[src/rtl/cges_pkg.sv]
`default_nettype none

package cges_pkg;

    localparam int DEF_NUM_BODIES = 8;
    localparam int DEF_FRAC_BITS  = 16;

    localparam int GRAV_CONST    = 25;
    localparam int CENTRAL_MASS  = 4;
    localparam int CENTRE_X_INIT = 60;
    localparam int CENTRE_Y_INIT = 25;

    localparam int CFG_W     = 32;
    localparam int CFG_IDX_W = 2;
    localparam int IDX_W     = 3;
    localparam int D_W       = 33;
    localparam int MUL_W     = 34;
    localparam int PROD_W    = 2 * MUL_W;
    localparam int S_W       = 66;
    localparam int ROOT_W    = 34;
    localparam int SQ_STEPS  = ROOT_W;
    localparam int R2_W      = 2 * ROOT_W;
    localparam int R3_W      = 3 * ROOT_W;
    localparam int DIV_STEPS = 35;
    localparam int QUO_W     = DIV_STEPS;
    localparam int MAG_W     = 34;
    localparam int SUM_W     = 36;
    localparam int CNT_W     = 6;

    localparam logic [MAG_W-1:0] ACC_LIM = MAG_W'(1) << 33;

    typedef enum logic [CFG_IDX_W-1:0] {
        CFG_CENTRE_X  = 2'd0,
        CFG_CENTRE_Y  = 2'd1,
        CFG_GRAV_MASS = 2'd2
    } t_cfg_reg;

    typedef enum logic {
        OP_LOAD = 1'b0,
        OP_STEP = 1'b1
    } t_op;

    typedef struct packed {
        logic               operation;
        logic [IDX_W-1:0]   body_index;
        logic signed [31:0] load_pos_x;
        logic signed [31:0] load_pos_y;
        logic signed [31:0] load_vel_x;
        logic signed [31:0] load_vel_y;
    } t_in_item;

    typedef struct packed {
        logic [IDX_W-1:0]   out_index;
        logic signed [31:0] new_pos_x;
        logic signed [31:0] new_pos_y;
        logic signed [31:0] new_vel_x;
        logic signed [31:0] new_vel_y;
        logic               at_centre;
        logic               saturated;
    } t_out_item;

    typedef struct packed {
        logic signed [31:0] pos_x;
        logic signed [31:0] pos_y;
        logic signed [31:0] vel_x;
        logic signed [31:0] vel_y;
    } t_body;

    typedef enum logic [2:0] {
        MUL_NONE,
        MUL_UXUX,
        MUL_UYUY,
        MUL_RR,
        MUL_R3LO,
        MUL_R3HI,
        MUL_GX,
        MUL_GY
    } t_mul_sel;

    typedef enum logic [2:0] {
        ACC_NONE,
        ACC_S_SET,
        ACC_S_ADD,
        ACC_R2_SET,
        ACC_R3_SET,
        ACC_R3_ADD,
        ACC_NX_SET,
        ACC_NY_SET
    } t_acc_sel;

    typedef struct packed {
        logic     capture;
        logic     diff;
        t_mul_sel mul_sel;
        t_acc_sel acc_sel;
        logic     set_centre;
        logic     sqrt_init;
        logic     sqrt_step;
        logic     div_init;
        logic     div_step;
        logic     vel;
        logic     pos;
        logic     out_load;
    } t_dp_cmd;

    typedef struct packed {
        logic new_is_step;
        logic new_in_range;
        logic s_zero;
        logic out_free;
    } t_dp_stat;

    typedef enum logic [4:0] {
        ST_IDLE,
        ST_READ,
        ST_SQ_X,
        ST_SQ_Y,
        ST_SQ_ACC,
        ST_CHK,
        ST_SQRT,
        ST_R2,
        ST_R2_ACC,
        ST_R3_LO,
        ST_R3_HI,
        ST_R3_ACC,
        ST_G_X,
        ST_G_Y,
        ST_G_ACC,
        ST_DIV_INIT,
        ST_DIV,
        ST_VEL,
        ST_POS,
        ST_DONE
    } t_state;

    function automatic logic signed [31:0] sat_val(input logic signed [SUM_W-1:0] v);
        logic signed [31:0] res;
        if (v > SUM_W'(signed'(32'sh7fff_ffff))) begin
            res = 32'sh7fff_ffff;
        end else if (v < SUM_W'(signed'(32'sh8000_0000))) begin
            res = 32'sh8000_0000;
        end else begin
            res = v[31:0];
        end
        return res;
    endfunction

    function automatic logic sat_hit(input logic signed [SUM_W-1:0] v);
        return (v > SUM_W'(signed'(32'sh7fff_ffff))) || (v < SUM_W'(signed'(32'sh8000_0000)));
    endfunction

endpackage

`default_nettype wire

[src/rtl/cges_mem.sv]
`default_nettype none

module cges_mem import cges_pkg::*; #(
    parameter int NUM_BODIES = DEF_NUM_BODIES,
    parameter int AW         = 3
) (
    input  wire logic          i_clk,
    input  wire logic          i_rst_n,
    input  wire logic          i_we,
    input  wire logic [AW-1:0] i_waddr,
    input  wire t_body         i_wdata,
    input  wire logic          i_re,
    input  wire logic [AW-1:0] i_raddr,
    output t_body              o_rdata
);

    t_body                 r_mem [NUM_BODIES];
    logic [NUM_BODIES-1:0] r_valid;
    t_body                 r_rdata;
    logic                  r_rd_valid;

    always_ff @(posedge i_clk) begin
        if (!i_rst_n) begin
            r_valid    <= '0;
            r_rd_valid <= 1'b0;
        end else begin
            if (i_we) begin
                r_valid[i_waddr] <= 1'b1;
            end
            if (i_re) begin
                r_rd_valid <= r_valid[i_raddr];
            end
        end
    end

    always_ff @(posedge i_clk) begin
        if (i_we) begin
            r_mem[i_waddr] <= i_wdata;
        end
        if (i_re) begin
            r_rdata <= r_mem[i_raddr];
        end
    end

    assign o_rdata = r_rd_valid ? r_rdata : '0;

endmodule

`default_nettype wire

[config.mk]
export PLATFORM = sky130hd
export DESIGN_NAME = cges_mem
export DESIGN_NICKNAME = d
export VERILOG_FILES = /design/src/rtl/cges_pkg.sv /design/src/rtl/cges_mem.sv
export SDC_FILE = /design/constraint.sdc
export NUM_CORES = 1
export LEC_CHECK = 0
export BUFFER_PORTS_ARGS = -buffer_cell sky130_fd_sc_hd__buf_4
export CAP_MARGIN = 20
export CORE_ASPECT_RATIO = 1.25
export CORE_MARGIN = 2
export CORE_UTILIZATION = 55
export CTS_CLUSTER_SIZE = 14
export DETAILED_ROUTE_END_ITERATION = 8
export HOLD_SLACK_MARGIN = 0.15
export PLACE_DENSITY = 0.73
export RECOVER_POWER = 50
export SLEW_MARGIN = 10
export SYNTH_ARGS = -nofsm -noshare
export SYNTH_HDL_FRONTEND = slang
export SYNTH_SLANG_ARGS = --single-unit
[constraint.sdc]
create_clock -name i_clk -period 12.6 [get_ports i_clk]
set_input_delay 0.63 -clock i_clk [delete_from_list [all_inputs] [get_ports i_clk]]
set_output_delay 0.63 -clock i_clk [all_outputs]
set_load 0.05 [all_outputs]
Yosys cells after proc, flatten, opt, wreduce, memory -nomap -nowiden
Memory sizes are Yosys's and may differ from the RTL's. A register that Yosys moved wholly into a read port is not among the register bits.
Index checks and enable logic that the tools add are counted.
Widths: inputs -> output; s select.
Word-level totals
  ROM bits: 0
  output and inout bits: 128
  input bits: 138
  memory bits (writable): 1024
  latch bits: 0
  register bits: 9
  memories: 1
Operators by class
  magnitude comparators: 3
  $mul: 0
  bitwise operators: 1
  shifts and indexed selects: 0
  add/sub/neg operators: 0
  reduce and logical (&&, ||, !) cells: 1
  muxes and demuxes: 7
  eq/ne operators: 0
  divide/modulo/power cells: 0
Memory list
  r_mem: depth 8, width 128, read ports 1, clocked after Yosys merged registers in 1, write ports 1, RTL line cges_mem.sv:17  | t_body r_mem [NUM_BODIES];
Operators with widths (number)
  $mux 128: 1
  $lt 3x4->1 const B: 2
  $or 8x8->8: 1
  $mux 1: 4
  $bmux 1 s3: 1
  $demux 1 s3: 1
  $ge 3x1->1 const B: 1
  $logic_and 1x1->1: 1

Longest topological paths before layout
Gate-level depths: netlist (run 1).
  depth after elaboration: 5
  depth in mapped cells: 6
  mapped depth without buffers: 3

Worst setup path before layout (run 1)
No wires, ideal clock.
  kind: input to register
  start: in i_waddr[1]
  end: mem r_mem[0][0] in the netlist's numbering, enable pin
  stages on the path: 1
  setup time: 0.776 ns
  arrival time: 9.515 ns
  path buffers: 0
  setup slack: 2.309 ns
  cells stage by stage: nor3_1
RTL lines
  from (decl): RTL line cges_mem.sv:10  | input wire logic [AW-1:0] i_waddr,
  to (decl): RTL line cges_mem.sv:17
No word-level cell before the write port.

Final worst setup path (run 1)
  start: in i_waddr[2]
  end: mem r_mem[0][12] in the netlist's numbering, enable pin
No word-level cell before the write port.

==> results.ini, run 1 <==
[cts]
clkLatencyLatePin_ns=0.68
clock_sinks=1161
cts_tree=built
max-clock-path-buffers=3
postCtsResizedCells=0
htreeDepth=3
path_clk_slew_ns=0.06
cts_buffers=111
root_buffer=clkbuf_16

[logic_synthesis]
syn-instance-count=1788
ys_ff_latch=1161
synth-simple-area-share_pct=1.98
synth_compound_area_share_pct=0.161
yosys.area_share.xor_xnor_pct=0
ys_seq_area_share_pct=79.9
muxShareOfSynthArea_pct=16.7
syn_area_per_cell_sq_um=24.3
syn_nets=1926
yosysWarningCount=0
synthesis.area_sq_um=43500
synthAdderAreaFrac_pct=0
yosysUniqueCellTypes=19
synth_top_family_by_area=multiplexers

[sta]
post-route-period-util_pct=56.0
holdWs_ns=0.247
final-setup-viol-count=0
worst_pin_slew_ns=7.03
tns_ns=0
period_minus_slack_ns=7.06
maxSlewViolCount=170
slew_headroom_pct=-369
finalHoldViolations=0
finClkSkew_ns=0.0292
grt_setup_unrepaired=false
fmax_mhz=142

[global_routing]
use_met3_pct=3.96
grt_use_met2_pct=37.2
grt_use_total_pct=21.9
gr-usage-met1_pct=29.9
top_usage_layer=met2
grt_max_degree=130
antenna_found_initial=10
grt-ovfl-total=0
grt_pass1_wl_mm=132
grt_pass1_vias=20900

[critical_path]
worstReg2RegEnd=r_rdata[69]$_DFFE_PP_
critPathMaxFanout=87
slowest_delay_ns=4.90
crit_path_top_delay_cell=clkbuf_1
worst_ep_arrival_time_ns=7.34
cp.buffers_inverters=3
cp_top_family=buffers and inverters
r2r_cells=2
crit-reg2reg-launch=r_mem[6][69]$_DFFE_PP_
crit_chain=clkbuf_4 > nand2b_1 > nor3_1 > clkbuf_1 > buf_4
critPathKind=input pin to flop
cp-start-kind=input pin
rrSetupSlack_ns=11.17
required_ns=12.88
endpoint_kind=flop

[drt]
antenna_left=0
routedWlPerCell_microns=26.6
drc=0
vias=19300
drt_iter0_markers=1374
drt_wl_total_mm=87.6
drt_pass1_iterations=7
via_per_inst=5.88

[flow_run]
max_cap_viol_count=3

[final_layout]
final_util_pct=63.9
syn2layout_area_growth_pct=15.3
layout-drive-gt1-share_pct=31.2
nets=2287

[power_and_ir_drop]
ir_worst_vdd_mv=0.141
static-leakage-power_nw=16.2
powerDensity_nw_per_um2=163

[die]
fp.dieArea_sq_um=81400
die-width_microns=256
num_rows=115
floorplan.initialDensity_pct=55.4
fp.dieH_microns=318
ios=266
core_sq_um=78600

[placed_design]
portBuffers=265
gp_routability_congestion=0.693
hpwl_mm=41.8

[min_path]
hp-class=input pin to flop
worstHoldPathCells=2
holdPathEnd=r_valid[3]$_SDFFE_PN0P_
min-delay-start=i_rst_n

[outcome]
outcome=finished with violations
violations=max-capacitance violations, max-slew violations

[metrics by stage]
stage | total power (W) | instance area [sq um] | setup slack (ns) | cells
4_1_cts | 0.00827 | 50700 | 8.85 | 3289
6_report | 0.00818 | 50200 | 5.54 | 3292
2_1_floorplan | 0.00483 | 43500 | 2.31 | 1788
3_5_place_dp | 0.00501 | 46600 | 8.12 | 3039
5_1_grt | 0.00844 | 50200 | 5.07 | 3292
3_3_place_gp | 0.00498 | 46600 | 8.17 | 3039
[final cells by class]
type / instances / area, sq um
Antenna cell: 2 / 5.00
Clock buffer: 139 / 2950
Clock inverter: 62 / 637
Fill cell: 5261 / 28400
Multi-Input combinational cell: 540 / 8220
Sequential cell: 1161 / 34800
Tap cell: 1053 / 1320
Timing Repair Buffer: 335 / 2270
[layer usage]
metal / vias up / routed length (microns)
met4: 14 / 1340
met1: 10400 / 35500
met5: - / 93
met3: 106 / 5110
met2: 634 / 45600
li1: 8214 / -
[worst max-delay path by stage]
stage	from	endpoint	slack, ns	cells past startpoint
after detailed placement	i_raddr[0]	r_rdata[70]$_DFFE_PP_	8.12	5
after CTS	i_raddr[0]	r_rdata[69]$_DFFE_PP_	8.85	5
after global placement	i_raddr[0]	r_rdata[100]$_DFFE_PP_	8.17	5
final	i_waddr[2]	r_mem[0][12]$_DFFE_PP_	5.54	5
after global routing	i_waddr[2]	r_mem[0][0]$_DFFE_PP_	5.07	5
after floorplan	i_waddr[1]	r_mem[0][0]$_DFFE_PP_	2.31	1
[state kept, by name (all words and copies together) (netlist names)]
register / cells
r_mem: 1024
r_rd_valid: 1
r_valid: 8
r_rdata: 128
[worst register-to-register path: cells and delay by family (launching register included)]
family / cells / cell delay (ns)
flip-flops: 1 / 0.40
multiplexers: 2 / 0.78
[kinds of logic (layout without fill, tap and decap cells)]
| group | Yosys count | after routing |
|---|---|---|
| flops | 1161 | 1161 |
| mux | 389 | 389 |
| simple gates | 141 | 141 |
| buf+inv | 87 | 536 |
| compound gates | 10 | 10 |
| other cells | 0 | 2 |
[synthesized netlist by cell type (all sizes together)]
library cell	count	area [sq um]
edfxtp	1152	34600
mux4	257	5790
and2	128	801
mux2	128	1440
buf	49	380
clkbuf	38	143
dfxtp	9	180
o21a	8	60.1
nor2	6	22.5
mux2i	4	40.0
nand2b	3	18.8
nand2	2	7.51
nor3	2	10.0
a21oi	1	5.00
o21ai	1	5.00
[placed cells by master, fill, tap and decap left out]
| cell type | count |
|---|---|
| dfxtp_4 | 1 |
| mux2i_1 | 4 |
| buf_12 | 7 |
| clkbuf_1 | 156 |
| clkinvlp_4 | 2 |
| clkbuf_16 | 113 |
| edfxtp_1 | 1152 |
| clkinv_2 | 19 |
| buf_4 | 142 |
| nor2_1 | 4 |
| clkinv_8 | 3 |
| a21oi_1 | 1 |
| o21a_1 | 8 |
| nor3_2 | 1 |
| mux4_2 | 257 |
| diode_2 | 2 |
| buf_8 | 2 |
| nor2_4 | 2 |
| and2_1 | 128 |
| dlygate4sd3_1 | 49 |
| inv_6 | 2 |
| bufinv_16 | 12 |
| clkinv_4 | 2 |
| nor3_1 | 1 |
| clkbuf_8 | 2 |
| buf_16 | 1 |
| buf_6 | 1 |
| clkbuf_4 | 1 |
| dfxtp_1 | 8 |
| o21ai_0 | 1 |
| nand2_1 | 2 |
| clkinv_1 | 22 |
| nand2b_1 | 3 |
| mux2_2 | 128 |
[where the power goes]
group	total (W)	switching, W	internal (W)	leakage, nW
Sequential	0.00445	0.0000391	0.00441	10.6
Clock	0.00326	0.00136	0.00190	1.75
Combinational	0.000465	0.000269	0.000196	3.79
Total	0.00818	0.00167	0.00650	16.2
[repair_timing]
action	in CTS	in global routing
endpoints found under the hold margin	273	0
hold buffers	49	0
buffers inserted	0	0
Power figures use the tool's default switching activity.
==> inputs of run 2 (changes only) <==
--- a/config.mk
+++ b/config.mk
@@ -9,11 +9,11 @@
 export CAP_MARGIN = 20
 export CORE_ASPECT_RATIO = 1.25
 export CORE_MARGIN = 2
-export CORE_UTILIZATION = 55
+export CORE_UTILIZATION = 54
 export CTS_CLUSTER_SIZE = 14
 export DETAILED_ROUTE_END_ITERATION = 8
 export HOLD_SLACK_MARGIN = 0.15
-export PLACE_DENSITY = 0.73
+export PLACE_DENSITY = 0.75
 export RECOVER_POWER = 50
 export SLEW_MARGIN = 10
 export SYNTH_ARGS = -nofsm -noshare
==> constraint.sdc (replaced) <==
create_clock -name i_clk -period 6.35 [get_ports i_clk]
set_input_delay 0.3175 -clock i_clk [delete_from_list [all_inputs] [get_ports i_clk]]
set_output_delay 0.3175 -clock i_clk [all_outputs]
set_load 0.05 [all_outputs]
==> run 2 against run 1 <==
  * The run still ends with max-capacitance violations, max-slew violations left
  * Flip-flop and latch count is the same
  * Sequential power grew 98%
  * Design area grew 1.5%
  * Wire length grew 0.57%
  * Clock skew shrank 0.0077 ns
  * Critical path type unchanged
==> results.ini, run 2 (synthesis results as in run 1) <==
[placed_design]
portBuffers=265  ; unchanged
placed_cell_area_sq_um=46700  ; was 46600 sq um
gp_routability_congestion=0.699  ; was 0.693
hpwl_mm=43.5  ; was 41.8 mm
dp_slack_ns=3.44  ; was 8.12 ns

[power_and_ir_drop]
power_w=0.0161  ; was 0.00818 W
powerDensity_nw_per_um2=317  ; was 163 nW/um^2
static-leakage-power_nw=16.5  ; was 16.2 nW
ir_worst_vdd_mv=0.218  ; was 0.141 mV

[drt]
antenna_left=0  ; unchanged
routedWlPerCell_microns=26.0  ; was 26.6 microns
drt_iter0_markers=1628  ; was 1374
vias=19700  ; was 19300
drt_pass1_iterations=5  ; was 7
drt_wl_total_mm=88.1  ; was 87.6 mm
drc=0  ; unchanged
via_per_inst=5.81  ; was 5.88

[global_routing]
grt_pass1_wl_mm=131  ; was 132 mm
grt_use_total_pct=21.5  ; was 21.9%
grt_max_degree=130  ; unchanged
grt-ovfl-total=0  ; unchanged
use_met3_pct=4.05  ; was 3.96%
top_usage_layer=met2  ; unchanged
gr-usage-met1_pct=27.4  ; was 29.9%
grt_pass1_vias=21200  ; was 20900
grt_use_met2_pct=38.0  ; was 37.2%
antenna_found_initial=6  ; was 10

[critical_path]
critPathKind=input pin to flop  ; unchanged
critPathMaxFanout=43  ; was 87
cp-start-kind=input pin  ; unchanged
rrSetupSlack_ns=4.84  ; was 11.17 ns
required_ns=6.64  ; was 12.88 ns
endpoint_kind=flop  ; unchanged
worst_ep_arrival_time_ns=4.57  ; was 7.34 ns

[die]
num_rows=116  ; was 115
floorplan.initialDensity_pct=54.4  ; was 55.4%
core_sq_um=80000  ; was 78600 sq um
ios=266  ; unchanged
die-width_microns=258  ; was 256 microns
fp.dieH_microns=321  ; was 318 microns
fp.dieArea_sq_um=82800  ; was 81400 sq um

[final_layout]
largest_reg_flops=1024  ; unchanged
final_cell_mix=edfxtp_1 (1152), mux4_2 (257), clkbuf_1 (152), buf_4 (148), dlygate4sd3_1 (131)  ; was edfxtp_1 (1152), mux4_2 (257), clkbuf_1 (156), buf_4 (142)
syn2layout_area_growth_pct=17.1  ; was 15.3%
nets=2372  ; was 2287
final_common_cell=edfxtp_1  ; unchanged
regMostFlops=r_mem  ; unchanged
layout-drive-gt1-share_pct=30.2  ; was 31.2%
final_cell_area_sq_um=50900  ; was 50200 sq um
reg_top3=r_mem: 1024 flops, r_rdata: 128 flops, r_valid: 8 flops  ; unchanged

[cts]
htreeDepth=3  ; unchanged
postCtsResizedCells=0  ; unchanged
clkLatencyLatePin_ns=0.68  ; about the same
max-clock-path-buffers=3  ; unchanged
cts_tree=built  ; unchanged
cts_buffers=108  ; was 111
root_buffer=clkbuf_16  ; unchanged
path_clk_slew_ns=0.06  ; about the same
clock_sinks=1161  ; unchanged

[sta]
period_minus_slack_ns=4.28
worst_pin_slew_ns=3.78  ; was 7.03 ns
fmax_mhz=234
finClkSkew_ns=0.0215  ; was 0.0292 ns
holdWs_ns=0.234  ; was 0.247 ns
fin_ws_ns=2.07  ; was 5.54 ns
final-setup-viol-count=0  ; unchanged
finalHoldViolations=0  ; unchanged
tns_ns=0  ; unchanged
slew_headroom_pct=-152  ; was -369%
post-route-period-util_pct=67.3
maxSlewViolCount=285  ; was 170
grt_setup_unrepaired=false  ; unchanged

[flow_run]
max_cap_viol_count=6  ; was 3

[outcome]
violations=max-capacitance violations, max-slew violations  ; unchanged
outcome=finished with violations  ; unchanged

[min_path]
hp-class=input pin to flop  ; unchanged

-- run 2: cell count changes in the layout (fill, tap and decap cells not counted), moves of 3 or more --
cell | before | now
clkbuf_1 | 156 | 152
buf_4 | 142 | 148
clkinv_2 | 19 | 23
clkinv_8 | 3 | 0
clkinv_1 | 22 | 27
dlygate4sd3_1 | 49 | 131
-- run 2: report_power, final --
part	switching, W	internal (W)
Clock	0.00266	0.00367
Sequential	0.0000795	0.00875
Combinational	0.000544	0.000424
Total	0.00329	0.0129
-- run 2: repair_timing --
action | CTS | global route
hold endpoints to repair | 1040 | 0
setup buffers | 0 | 0
hold buffers | 131 | 0
-- run 2: final timing paths --
path	cells after the start	endpoint	startpoint
hold reg to reg	1	r_valid[3]$_SDFFE_PN0P_	r_valid[3]$_SDFFE_PN0P_
setup / recovery	5	r_mem[4][94]$_DFFE_PP_	i_waddr[0]
hold / removal	1	r_rdata[118]$_DFFE_PP_	i_re
setup reg to reg	2	r_rdata[71]$_DFFE_PP_	r_mem[3][71]$_DFFE_PP_
-- run 2: metrics by stage --
step,cells,util [%]
floorplan,1788,-
global placement,3055,58.4
detailed placement,3055,58.4
CTS,3385,64.4
global route,3386,63.7
finish,3387,63.7
-- run 2: cell type report --
type | count | area (sq um)
timing repair buffer | 423 | 3110
tap | 1062 | 1330
sequential | 1161 | 34800
clock inverter | 66 | 586
multi-input combinational | 540 | 8240
antenna | 2 | 5.00
fill | 5289 | 29000
clock buffer | 133 | 2900
-- run 2: metal layers --
layer | up-vias | part of all wire (%)
met1 | 10500 | 39
met2 | 629 | 53
li1 | 8392 | -
met5 | - | 0.052
met3 | 148 | 5.7
met4 | 8 | 2.0
-- run 2: worst max-delay path: stages --
cell           delay (ns)
dlygate4sd3_1        0.54
clkbuf_1             0.17
nor3_1               0.31
clkbuf_1             2.24
buf_4                0.92
