[src/rtl/cges_pkg.sv]
`default_nettype none

package cges_pkg;

    localparam int DEF_NUM_BODIES = 8;
    localparam int DEF_FRAC_BITS  = 16;

    localparam int GRAV_CONST    = 25;
    localparam int CENTRAL_MASS  = 4;
    localparam int CENTRE_X_INIT = 60;
    localparam int CENTRE_Y_INIT = 25;

    localparam int CFG_W     = 32;
    localparam int CFG_IDX_W = 2;
    localparam int IDX_W     = 3;
    localparam int D_W       = 33;
    localparam int MUL_W     = 34;
    localparam int PROD_W    = 2 * MUL_W;
    localparam int S_W       = 66;
    localparam int ROOT_W    = 34;
    localparam int SQ_STEPS  = ROOT_W;
    localparam int R2_W      = 2 * ROOT_W;
    localparam int R3_W      = 3 * ROOT_W;
    localparam int DIV_STEPS = 35;
    localparam int QUO_W     = DIV_STEPS;
    localparam int MAG_W     = 34;
    localparam int SUM_W     = 36;
    localparam int CNT_W     = 6;

    localparam logic [MAG_W-1:0] ACC_LIM = MAG_W'(1) << 33;

    typedef enum logic [CFG_IDX_W-1:0] {
        CFG_CENTRE_X  = 2'd0,
        CFG_CENTRE_Y  = 2'd1,
        CFG_GRAV_MASS = 2'd2
    } t_cfg_reg;

    typedef enum logic {
        OP_LOAD = 1'b0,
        OP_STEP = 1'b1
    } t_op;

    typedef struct packed {
        logic               operation;
        logic [IDX_W-1:0]   body_index;
        logic signed [31:0] load_pos_x;
        logic signed [31:0] load_pos_y;
        logic signed [31:0] load_vel_x;
        logic signed [31:0] load_vel_y;
    } t_in_item;

    typedef struct packed {
        logic [IDX_W-1:0]   out_index;
        logic signed [31:0] new_pos_x;
        logic signed [31:0] new_pos_y;
        logic signed [31:0] new_vel_x;
        logic signed [31:0] new_vel_y;
        logic               at_centre;
        logic               saturated;
    } t_out_item;

    typedef struct packed {
        logic signed [31:0] pos_x;
        logic signed [31:0] pos_y;
        logic signed [31:0] vel_x;
        logic signed [31:0] vel_y;
    } t_body;

    typedef enum logic [2:0] {
        MUL_NONE,
        MUL_UXUX,
        MUL_UYUY,
        MUL_RR,
        MUL_R3LO,
        MUL_R3HI,
        MUL_GX,
        MUL_GY
    } t_mul_sel;

    typedef enum logic [2:0] {
        ACC_NONE,
        ACC_S_SET,
        ACC_S_ADD,
        ACC_R2_SET,
        ACC_R3_SET,
        ACC_R3_ADD,
        ACC_NX_SET,
        ACC_NY_SET
    } t_acc_sel;

    typedef struct packed {
        logic     capture;
        logic     diff;
        t_mul_sel mul_sel;
        t_acc_sel acc_sel;
        logic     set_centre;
        logic     sqrt_init;
        logic     sqrt_step;
        logic     div_init;
        logic     div_step;
        logic     vel;
        logic     pos;
        logic     out_load;
    } t_dp_cmd;

    typedef struct packed {
        logic new_is_step;
        logic new_in_range;
        logic s_zero;
        logic out_free;
    } t_dp_stat;

    typedef enum logic [4:0] {
        ST_IDLE,
        ST_READ,
        ST_SQ_X,
        ST_SQ_Y,
        ST_SQ_ACC,
        ST_CHK,
        ST_SQRT,
        ST_R2,
        ST_R2_ACC,
        ST_R3_LO,
        ST_R3_HI,
        ST_R3_ACC,
        ST_G_X,
        ST_G_Y,
        ST_G_ACC,
        ST_DIV_INIT,
        ST_DIV,
        ST_VEL,
        ST_POS,
        ST_DONE
    } t_state;

    function automatic logic signed [31:0] sat_val(input logic signed [SUM_W-1:0] v);
        logic signed [31:0] res;
        if (v > SUM_W'(signed'(32'sh7fff_ffff))) begin
            res = 32'sh7fff_ffff;
        end else if (v < SUM_W'(signed'(32'sh8000_0000))) begin
            res = 32'sh8000_0000;
        end else begin
            res = v[31:0];
        end
        return res;
    endfunction

    function automatic logic sat_hit(input logic signed [SUM_W-1:0] v);
        return (v > SUM_W'(signed'(32'sh7fff_ffff))) || (v < SUM_W'(signed'(32'sh8000_0000)));
    endfunction

endpackage

`default_nettype wire

[src/rtl/cges_ctrl.sv]
`default_nettype none

module cges_ctrl import cges_pkg::*; (
    input  wire logic     i_clk,
    input  wire logic     i_rst_n,
    input  wire logic     i_in_valid,
    output logic          o_in_ready,
    input  wire t_dp_stat i_stat,
    output t_dp_cmd       o_cmd,
    output logic          o_mem_re
);

    t_state            r_state, n_state;
    logic [CNT_W-1:0]  r_cnt, n_cnt;

    always_ff @(posedge i_clk) begin
        if (!i_rst_n) begin
            r_state <= ST_IDLE;
            r_cnt   <= '0;
        end else begin
            r_state <= n_state;
            r_cnt   <= n_cnt;
        end
    end

    always_comb begin
        n_state    = r_state;
        n_cnt      = r_cnt;
        o_cmd      = '0;
        o_in_ready = 1'b0;
        o_mem_re   = 1'b0;
        case (r_state)
            ST_IDLE: begin
                o_in_ready = 1'b1;
                if (i_in_valid) begin
                    o_cmd.capture = 1'b1;
                    o_mem_re      = 1'b1;
                    n_state = (i_stat.new_is_step && i_stat.new_in_range) ? ST_READ : ST_DONE;
                end
            end
            ST_READ: begin
                o_cmd.diff = 1'b1;
                n_state    = ST_SQ_X;
            end
            ST_SQ_X: begin
                o_cmd.mul_sel = MUL_UXUX;
                n_state       = ST_SQ_Y;
            end
            ST_SQ_Y: begin
                o_cmd.mul_sel = MUL_UYUY;
                o_cmd.acc_sel = ACC_S_SET;
                n_state       = ST_SQ_ACC;
            end
            ST_SQ_ACC: begin
                o_cmd.acc_sel = ACC_S_ADD;
                n_state       = ST_CHK;
            end
            ST_CHK: begin
                if (i_stat.s_zero) begin
                    o_cmd.set_centre = 1'b1;
                    n_state          = ST_VEL;
                end else begin
                    o_cmd.sqrt_init = 1'b1;
                    n_cnt           = CNT_W'(SQ_STEPS - 1);
                    n_state         = ST_SQRT;
                end
            end
            ST_SQRT: begin
                o_cmd.sqrt_step = 1'b1;
                n_cnt           = r_cnt - 1'b1;
                if (r_cnt == '0) begin
                    n_state = ST_R2;
                end
            end
            ST_R2: begin
                o_cmd.mul_sel = MUL_RR;
                n_state       = ST_R2_ACC;
            end
            ST_R2_ACC: begin
                o_cmd.acc_sel = ACC_R2_SET;
                n_state       = ST_R3_LO;
            end
            ST_R3_LO: begin
                o_cmd.mul_sel = MUL_R3LO;
                n_state       = ST_R3_HI;
            end
            ST_R3_HI: begin
                o_cmd.mul_sel = MUL_R3HI;
                o_cmd.acc_sel = ACC_R3_SET;
                n_state       = ST_R3_ACC;
            end
            ST_R3_ACC: begin
                o_cmd.acc_sel = ACC_R3_ADD;
                n_state       = ST_G_X;
            end
            ST_G_X: begin
                o_cmd.mul_sel = MUL_GX;
                n_state       = ST_G_Y;
            end
            ST_G_Y: begin
                o_cmd.mul_sel = MUL_GY;
                o_cmd.acc_sel = ACC_NX_SET;
                n_state       = ST_G_ACC;
            end
            ST_G_ACC: begin
                o_cmd.acc_sel = ACC_NY_SET;
                n_state       = ST_DIV_INIT;
            end
            ST_DIV_INIT: begin
                o_cmd.div_init = 1'b1;
                n_cnt          = CNT_W'(DIV_STEPS - 1);
                n_state        = ST_DIV;
            end
            ST_DIV: begin
                o_cmd.div_step = 1'b1;
                n_cnt          = r_cnt - 1'b1;
                if (r_cnt == '0) begin
                    n_state = ST_VEL;
                end
            end
            ST_VEL: begin
                o_cmd.vel = 1'b1;
                n_state   = ST_POS;
            end
            ST_POS: begin
                o_cmd.pos = 1'b1;
                n_state   = ST_DONE;
            end
            ST_DONE: begin
                if (i_stat.out_free) begin
                    o_cmd.out_load = 1'b1;
                    n_state        = ST_IDLE;
                end
            end
            default: begin
                n_state = ST_IDLE;
            end
        endcase
    end

endmodule

`default_nettype wire

[config.mk]
export PLATFORM = sky130hd
export DESIGN_NAME = cges_ctrl
export DESIGN_NICKNAME = d
export VERILOG_FILES = /design/src/rtl/cges_pkg.sv /design/src/rtl/cges_ctrl.sv
export SDC_FILE = /design/constraint.sdc
export NUM_CORES = 1
export LEC_CHECK = 0
export BUFFER_PORTS_ARGS = -buffer_cell sky130_fd_sc_hd__clkbuf_2
export CAP_MARGIN = 10
export CORE_MARGIN = 4
export CORE_UTILIZATION = 57
export DETAILED_ROUTE_END_ITERATION = 12
export PLACE_DENSITY = 0.84
export REMOVE_ABC_BUFFERS = 1
export SYNTH_ARGS = -nofsm -noshare
export SYNTH_HDL_FRONTEND = slang
export SYNTH_SLANG_ARGS = --single-unit
[constraint.sdc]
create_clock -name i_clk -period 3.7 [get_ports i_clk]
set_input_delay 0.555 -clock i_clk [delete_from_list [all_inputs] [get_ports i_clk]]
set_output_delay 0.555 -clock i_clk [all_outputs]
set_load 0.005 [all_outputs]
# After elaboration in Yosys (flattened, before gate mapping)

Cells that the tools add are included.

Input bits: 7
Word-level logic and storage cells: 59
Register bits: 11
Output and inout bits: 18

Mux-type cells: 25
Add/subtract/negate cells: 1
Equality and inequality tests: 24
Reduce and logical (&&, ||, !) cells: 7

Operators by type and width:

| cell                                                               | number |
|---|---|
| 5-bit one-hot mux with 20 select lines                             | 1 |
| 3-bit one-hot mux with 7 select lines                              | 2 |
| 5-bit by 4-bit == test with 1-bit output, second input constant    | 8 |
| 5-bit 2-to-1 mux                                                   | 6 |
| 5-bit by 3-bit == test with 1-bit output, second input constant    | 4 |
| 5-bit == test, second input constant                               | 4 |
| 6-bit one-hot mux with 3 select lines                              | 1 |
| 1-bit 2-to-1 mux                                                   | 13 |
| 5-bit by 2-bit == test with 1-bit output, second input constant    | 2 |
| 2-bit inequality test, second input constant                       | 5 |
| 6-bit zero test                                                    | 1 |
| 6-bit 2-to-1 mux                                                   | 1 |
| 6-bit by 1-bit subtractor with 6-bit output, second input constant | 1 |
| 5-bit by 1-bit == test with 1-bit output, second input constant    | 1 |
| 5-bit zero test                                                    | 1 |
| 4-bit AND reduction                                                | 1 |
| 3-bit nonzero test                                                 | 1 |
| 2-bit 2-to-1 mux                                                   | 1 |
| 2-bit AND reduction                                                | 1 |
| 2-bit OR reduction                                                 | 1 |
| 1-bit logical AND                                                  | 1 |

# Longest topological paths before layout

Gate-level depths: netlist (run 1).

Depth after elaboration: 4
Mapped depth: 7
Mapped depth without buffers: 6

# Worst setup path before layout (run 1)

No wires, ideal clock.

Path kind: flip-flop to output port
Start point: register r_state[0]
End point: output o_cmd[9] in the netlist's numbering
Data required time: 3,145 ps
Arrival time: 1,180 ps
Stages on the path, launching flop included: 7
Path buffers: 1
Slack: 1,965 ps
Cell sequence: dfxtp_1 > buf_2 > nor2b_1 > nor2_1 > a21oi_1 > o22a_1 > nor2_1

RTL lines:

| element                | line            | RTL |
|---|---|---|
| from (decl)            | cges_ctrl.sv:13 | `t_state r_state, n_state;` |
| from (signal assigned) | cges_ctrl.sv:21 | `r_state <= n_state;` |
| to (decl)              | cges_ctrl.sv:9  | `output t_dp_cmd o_cmd,` |

==> results.txt, run 1 <==
# hold bufs at CTS: 0
antenna viol nets, final: 0
synth warn: 0
pre-CTS WS: 1.49 ns
Fin Setup TNS: 0 ns
via/cell ratio: 5.79
CP dominant cell by count: nor2_1
first-pass GRT wire length: 3780 µm
crit path cell chain: nor2b_1, nor2_1, a21oi_1, o22a_1, nor2_1, clkbuf_2
DRT iter0 DRCs: 36
TritonCTS clock tree: yes
final std cells w/o fill: 189
commonest non-fill, non-tap cell in the layout: clkbuf_2
Synth top area share: 21.3%
hpwl dp: 1790 µm
startpoint types: flop
H-tree lvl count: 1
status: finished clean
Placed Area: 1120 µm²
Tot GR Track Use: 19.1%
slew of the pin with the lowest slew margin: 0.758 ns
IO Count: 25
Yosys top cell by area: dfxtp_1
post-route cell area: 1150 µm²
Clock Pin Slew Worst Setup and Hold Paths: 0.08 ns
EDFF count, synth: 0
final setup fails: 0
Final Cycle Share: 64.1%
Crit path largest cell delay: 0.64 ns
PD cells: 718 nW/µm²
pin count of the biggest net entering global routing: 26
Final WS setup: 1.33 ns
number of max-cap violations: 0
initial antenna violation count: 0
Core Box Area: 1730 µm²
Netlist Area Pre-Place: 1040 µm²
Max rail drop VDD: 0.379 mV
Initial Utilization: 60.0%
Worst EP arrival: 1.82 ns
ys async rst share: 0%
global route overflow: 0
count of input and output buffers: 24
worst-skew pair later-pin latency: 0.28 ns
critical path capture point type: output port
Hold Vio Cnt, Final: 0
Chip Width: 50.6 µm
syn avg cell area: 7.10 µm²
# placed instances: 185
Max-slew headroom: 49.4%
DRC viols: 0
slowest CP cell: dfxtp_1
ranking of synthesized cells by area: dfxtp_1, nand2_1, nor2_1, a21oi_1, nand3b_1
Resized cells post-CTS: 0
setup repair bufs after CTS: 0
RSZ-0062 raised after global routing: no
total die area: 2560 µm²
clock sinks: 11
die height: 50.6 µm
gpl congestion: 0.827
total CTS buffers: 3
Max Slew Vio Count: 0
main flop type after synthesis: dfxtp_1
Synth cell types: 47
FP Rows: 15
buffer depth of the longest clock path: 2
Clock Root Buffer: clkbuf_4
FF+latch count, synth: 11
Vias: 1094
most frequent cells in the layout: clkbuf_2, nor2_1, nand2_1, dfxtp_1, a21oi_1
HP Class: reg -> reg
vias in the first global route: 946
Lkg Pwr: 0.000495 µW
part of the Yosys area used for sequential elements: 21.3%
routed wire length: 2380 µm
DR pass1 iterations: 4
post-synthesis cell count: 146
NumNets Final: 174
clock skew: 0.00775 ns
Antenna Cells: 0
Worst Path Max Fanout: 17
routed length per placed instance: 12.6 µm
Crit Path Class: reg -> out
f_max: 422 MHz
layout cells sized above 1: 23.2%
total power: 827 µW
crit path time final: 2.37 ns
area grow syn2layout: 11.1%
Worst EP required: 3.14 ns
[stage by stage]
step           utilization [%]  hold WS, ns
2_1_floorplan                -        0.464
5_1_grt                   66.7        0.534
3_3_place_gp              65.1        0.492
6_report                  66.7        0.505
4_1_cts                   66.7        0.510
3_5_place_dp              65.1        0.497
[final timing paths]
kind,from,endpoint,slack [ns],depth (start not counted)
setup / recovery,r_state[0],o_cmd[9],1.33,6
hold / removal,r_cnt[5],r_cnt[5],0.50,2
setup reg to reg,r_state[4],r_state[4],1.46,5
hold reg to reg,r_cnt[5],r_cnt[5],0.50,2
[power breakdown]
part	leakage (µW)	switching, µW	internal [µW]
clock network	0.0000150	43.2	41.8
registers	0.0000900	112	158
logic	0.000390	254	218
[metal layers]
| metal | global-route usage, % | share of wire (%) | up-vias |
|---|---|---|---|
| li1 | - | - | 551 |
| met1 | 20.7 | 42 | 508 |
| met2 | 35.7 | 52 | 28 |
| met3 | 4.45 | 4.7 | 7 |
| met4 | 6.73 | 1.5 | 0 |
| met5 | 0 | 0 | - |
[synthesized netlist by cell type, types with 2 or more instances]
cell type  number
and2_1          4
o21a_1          2
xor2_1          2
nand3b_1        5
dfxtp_1        11
inv_1           7
ha_1            2
buf_2           5
nand3_1         4
nor2_1         20
a32oi_1         2
nor2b_1         5
o21ai_0         2
and2b_1         2
nor3_1          6
and3_1          2
nand2_1        20
a21oi_1         8
o21ai_1         3
buf_4           2
nand2b_1        3
o22ai_1         4
[kinds of logic (layout without fill, tap and decap cells)]
family	after synthesis	in the layout	share of synthesized area [%]
adder cells (fa/ha/maj)	3	3	3.38
buffers and inverters	17	35	8.57
multiplexers	1	1	1.09
flip-flops	11	11	21.3
AND/OR/NAND/NOR	76	76	36.6
XOR/XNOR	3	3	2.54
AO/OA/AOI/OAI	35	35	26.6
[area by class of cell]
type	instances	area [µm²]
Inverter	7	26.3
Timing Repair Buffer	24	120
Clock buffer	4	26.3
Multi-Input combinational cell	118	727
Tap cell	25	31.3
Fill cell	171	576
Sequential cell	11	220
[registers in the layout, summed over array words and instances (netlist names)]
name	flops
r_state	5
r_cnt	6
[worst max-delay path, delay by kind of cell (launching register included)]
kind	cells	cell delay (ns)
flops	1	0.64
simple gates	3	0.46
compound gates	2	0.30
buf+inv	1	0.13
(Power assumes the default switching activity.)
==> inputs of run 2 (changes only) <==
CORE_ASPECT_RATIO = 1.5   (was not set)
CORE_UTILIZATION = 52   (was 57)
PLACE_DENSITY = 0.78   (was 0.84)
clock period = 2.4 ns   (was 3.7 ns; I/O delays follow)
==> run 2 against run 1 <==
Against the previous run: sequential power up 39%; largest power group unchanged; non-clock buffer count rose by 3; total power grew 57%; clock-buffer cell count unchanged; hold slack worse by 0.12 ns; die area rose by 8.7%; register-to-register slack lost 0.97 ns; worst setup slack worse by 1.1 ns; final area up 1.5%; final cell count is 0.53% lower; highest routed layer unchanged; combinational power increased by 69%.
==> results.txt, run 2 (synthesis gave the netlist of run 1 again) <==
Gate power share: 61.3%
clock share of power: 9.9%
slowest CP cell: dfxtp_1
clock sinks: 11
crit path time final: 2.21 ns
startpoint types: flop
DRC viols: 0
HP Class: in -> reg
die height: 62.7 µm
register with the most flip-flops: r_cnt
NumNets Final: 177
worst-skew pair later-pin latency: 0.27 ns
total power: 1300 µW
Max rail drop VDD: 0.666 mV
DR pass1 iterations: 4
Initial Utilization: 55.9%
Chip Width: 44.4 µm
total CTS buffers: 3
Crit Path Class: reg -> out
count of input and output buffers: 24
area grow syn2layout: 12.8%
DRT iter0 DRCs: 21
Sw Share: 48.4%
Worst Reg-to-Reg Cells: 6
Vias: 1060
routed length per placed instance: 12.7 µm
reg2reg setup slack: 0.49 ns
Hold Path End: r_state[0]
crit path cell chain: nor2b_1, nor2_1, a21oi_1, o22a_1, nor2_1, clkbuf_2
min-delay src: i_rst_n
Worst Path Max Fanout: 17
global route overflow: 0
antenna viol nets, final: 0
TritonCTS clock tree: yes
slew of the pin with the lowest slew margin: 0.682 ns
first-pass GRT wire length: 4000 µm
Antenna Cells: 0
total die area: 2790 µm²
Resized cells post-CTS: 0
Worst EP required: 2.04 ns
IO Count: 25
Lkg Pwr: 0.000511 µW
PD cells: 1110 nW/µm²
hold path depth: 3
P_int: 670 µW
initial antenna violation count: 0
Max Slew Vio Count: 0
hpwl dp: 1870 µm
most frequent cells in the layout: clkbuf_2, nor2_1, nand2_1, dfxtp_1, a21oi_1
FP Rows: 19
critical path capture point type: output port
Clock Pin Slew Worst Setup and Hold Paths: 0.07 ns
routed wire length: 2400 µm
CP dominant cell by count: nor2_1
max reg flops: 6
Crit path largest cell delay: 0.65 ns
Core Box Area: 1850 µm²
Worst EP arrival: 1.85 ns
Hold Vio Cnt, Final: 0
via/cell ratio: 5.64
Final Cycle Share: 92.2%
reg2reg start: r_state[2]
f_max: 452 MHz
H-tree lvl count: 1
number of max-cap violations: 0
pin count of the biggest net entering global routing: 24
gpl congestion: 0.847
commonest non-fill, non-tap cell in the layout: clkbuf_2
Top Registers: r_cnt (6), r_state (5)
sequential share of power: 28.9%
Reg-to-Reg End: r_state[1]
# hold bufs at CTS: 0
Max-slew headroom: 54.5%
RSZ-0062 raised after global routing: no
layout cells sized above 1: 24.6%
Tot GR Track Use: 18.7%
Fin Setup TNS: 0 ns
Switch Pwr: 629 µW
clock skew: 0.00207 ns
final setup fails: 0
vias in the first global route: 936
status: finished clean
buffer depth of the longest clock path: 2
Clock Root Buffer: clkbuf_4
setup repair bufs after CTS: 0
-- run 2: changes by cell type in the layout (fill, tap and decap cells not counted), sizes merged --
cell,change
buf,+3
-- run 2: how the worst max path moves through the flow --
stage / start / end / slack [ns] / cells past startpoint
detailed placement: r_state[2] / r_state[4] / 0.50 / 6
CTS: r_state[0] / o_cmd[9] / 0.20 / 6
global route: r_state[0] / o_cmd[9] / 0.03 / 6
floorplan: r_state[4] / r_state[1] / 0.47 / 5
global placement: r_state[0] / o_cmd[9] / 0.57 / 6
finish: r_state[0] / o_cmd[9] / 0.19 / 6
-- run 2: area by class of cell --
cell class	instances	area (µm²)
Timing Repair Buffer	27	143
Tap cell	21	26.3
Sequential cell	11	220
Multi-Input combinational cell	118	727
Fill cell	185	686
Clock buffer	4	26.3
Inverter	7	26.3
-- run 2: power by group through the flow --
stage	clock network [µW]	logic, µW	registers, µW
floorplan	0	561	372
finish	128	796	375
detailed placement	0	797	376
global placement	0	786	369
CTS	132	801	374
global route	139	902	387
-- run 2: critical path: cells and delay by family (launching register included) --
family | cells | cell delay, ns
AOI/OAI and AO/OA | 2 | 0.30
DFF | 1 | 0.65
and+or+nand+nor | 3 | 0.50
buffers and inverters | 1 | 0.12
-- run 2: stage by stage --
step / std cells / worst slack (ns) / instance area (µm²) / hold WS, ns / utilization [%]
after floorplan: 136 / 0.467 / 973 / 0.464 / -
after global placement: 184 / 0.569 / 1140 / 0.483 / 61.6
after detailed placement: 184 / 0.499 / 1140 / 0.503 / 61.6
after CTS: 188 / 0.198 / 1170 / 0.377 / 63.0
after global routing: 188 / 0.0277 / 1170 / 0.400 / 63.0
final: 188 / 0.188 / 1170 / 0.385 / 63.0
-- run 2: metal layers --
| metal | global-route usage (%) | part of all wire [%] | vias to the layer above |
|---|---|---|---|
| li1 | - | - | 559 |
| met1 | 22.0 | 44 | 465 |
| met2 | 30.7 | 49 | 31 |
| met3 | 2.31 | 5.1 | 5 |
| met4 | 11.3 | 2.5 | 0 |
| met5 | 0 | 0 | - |
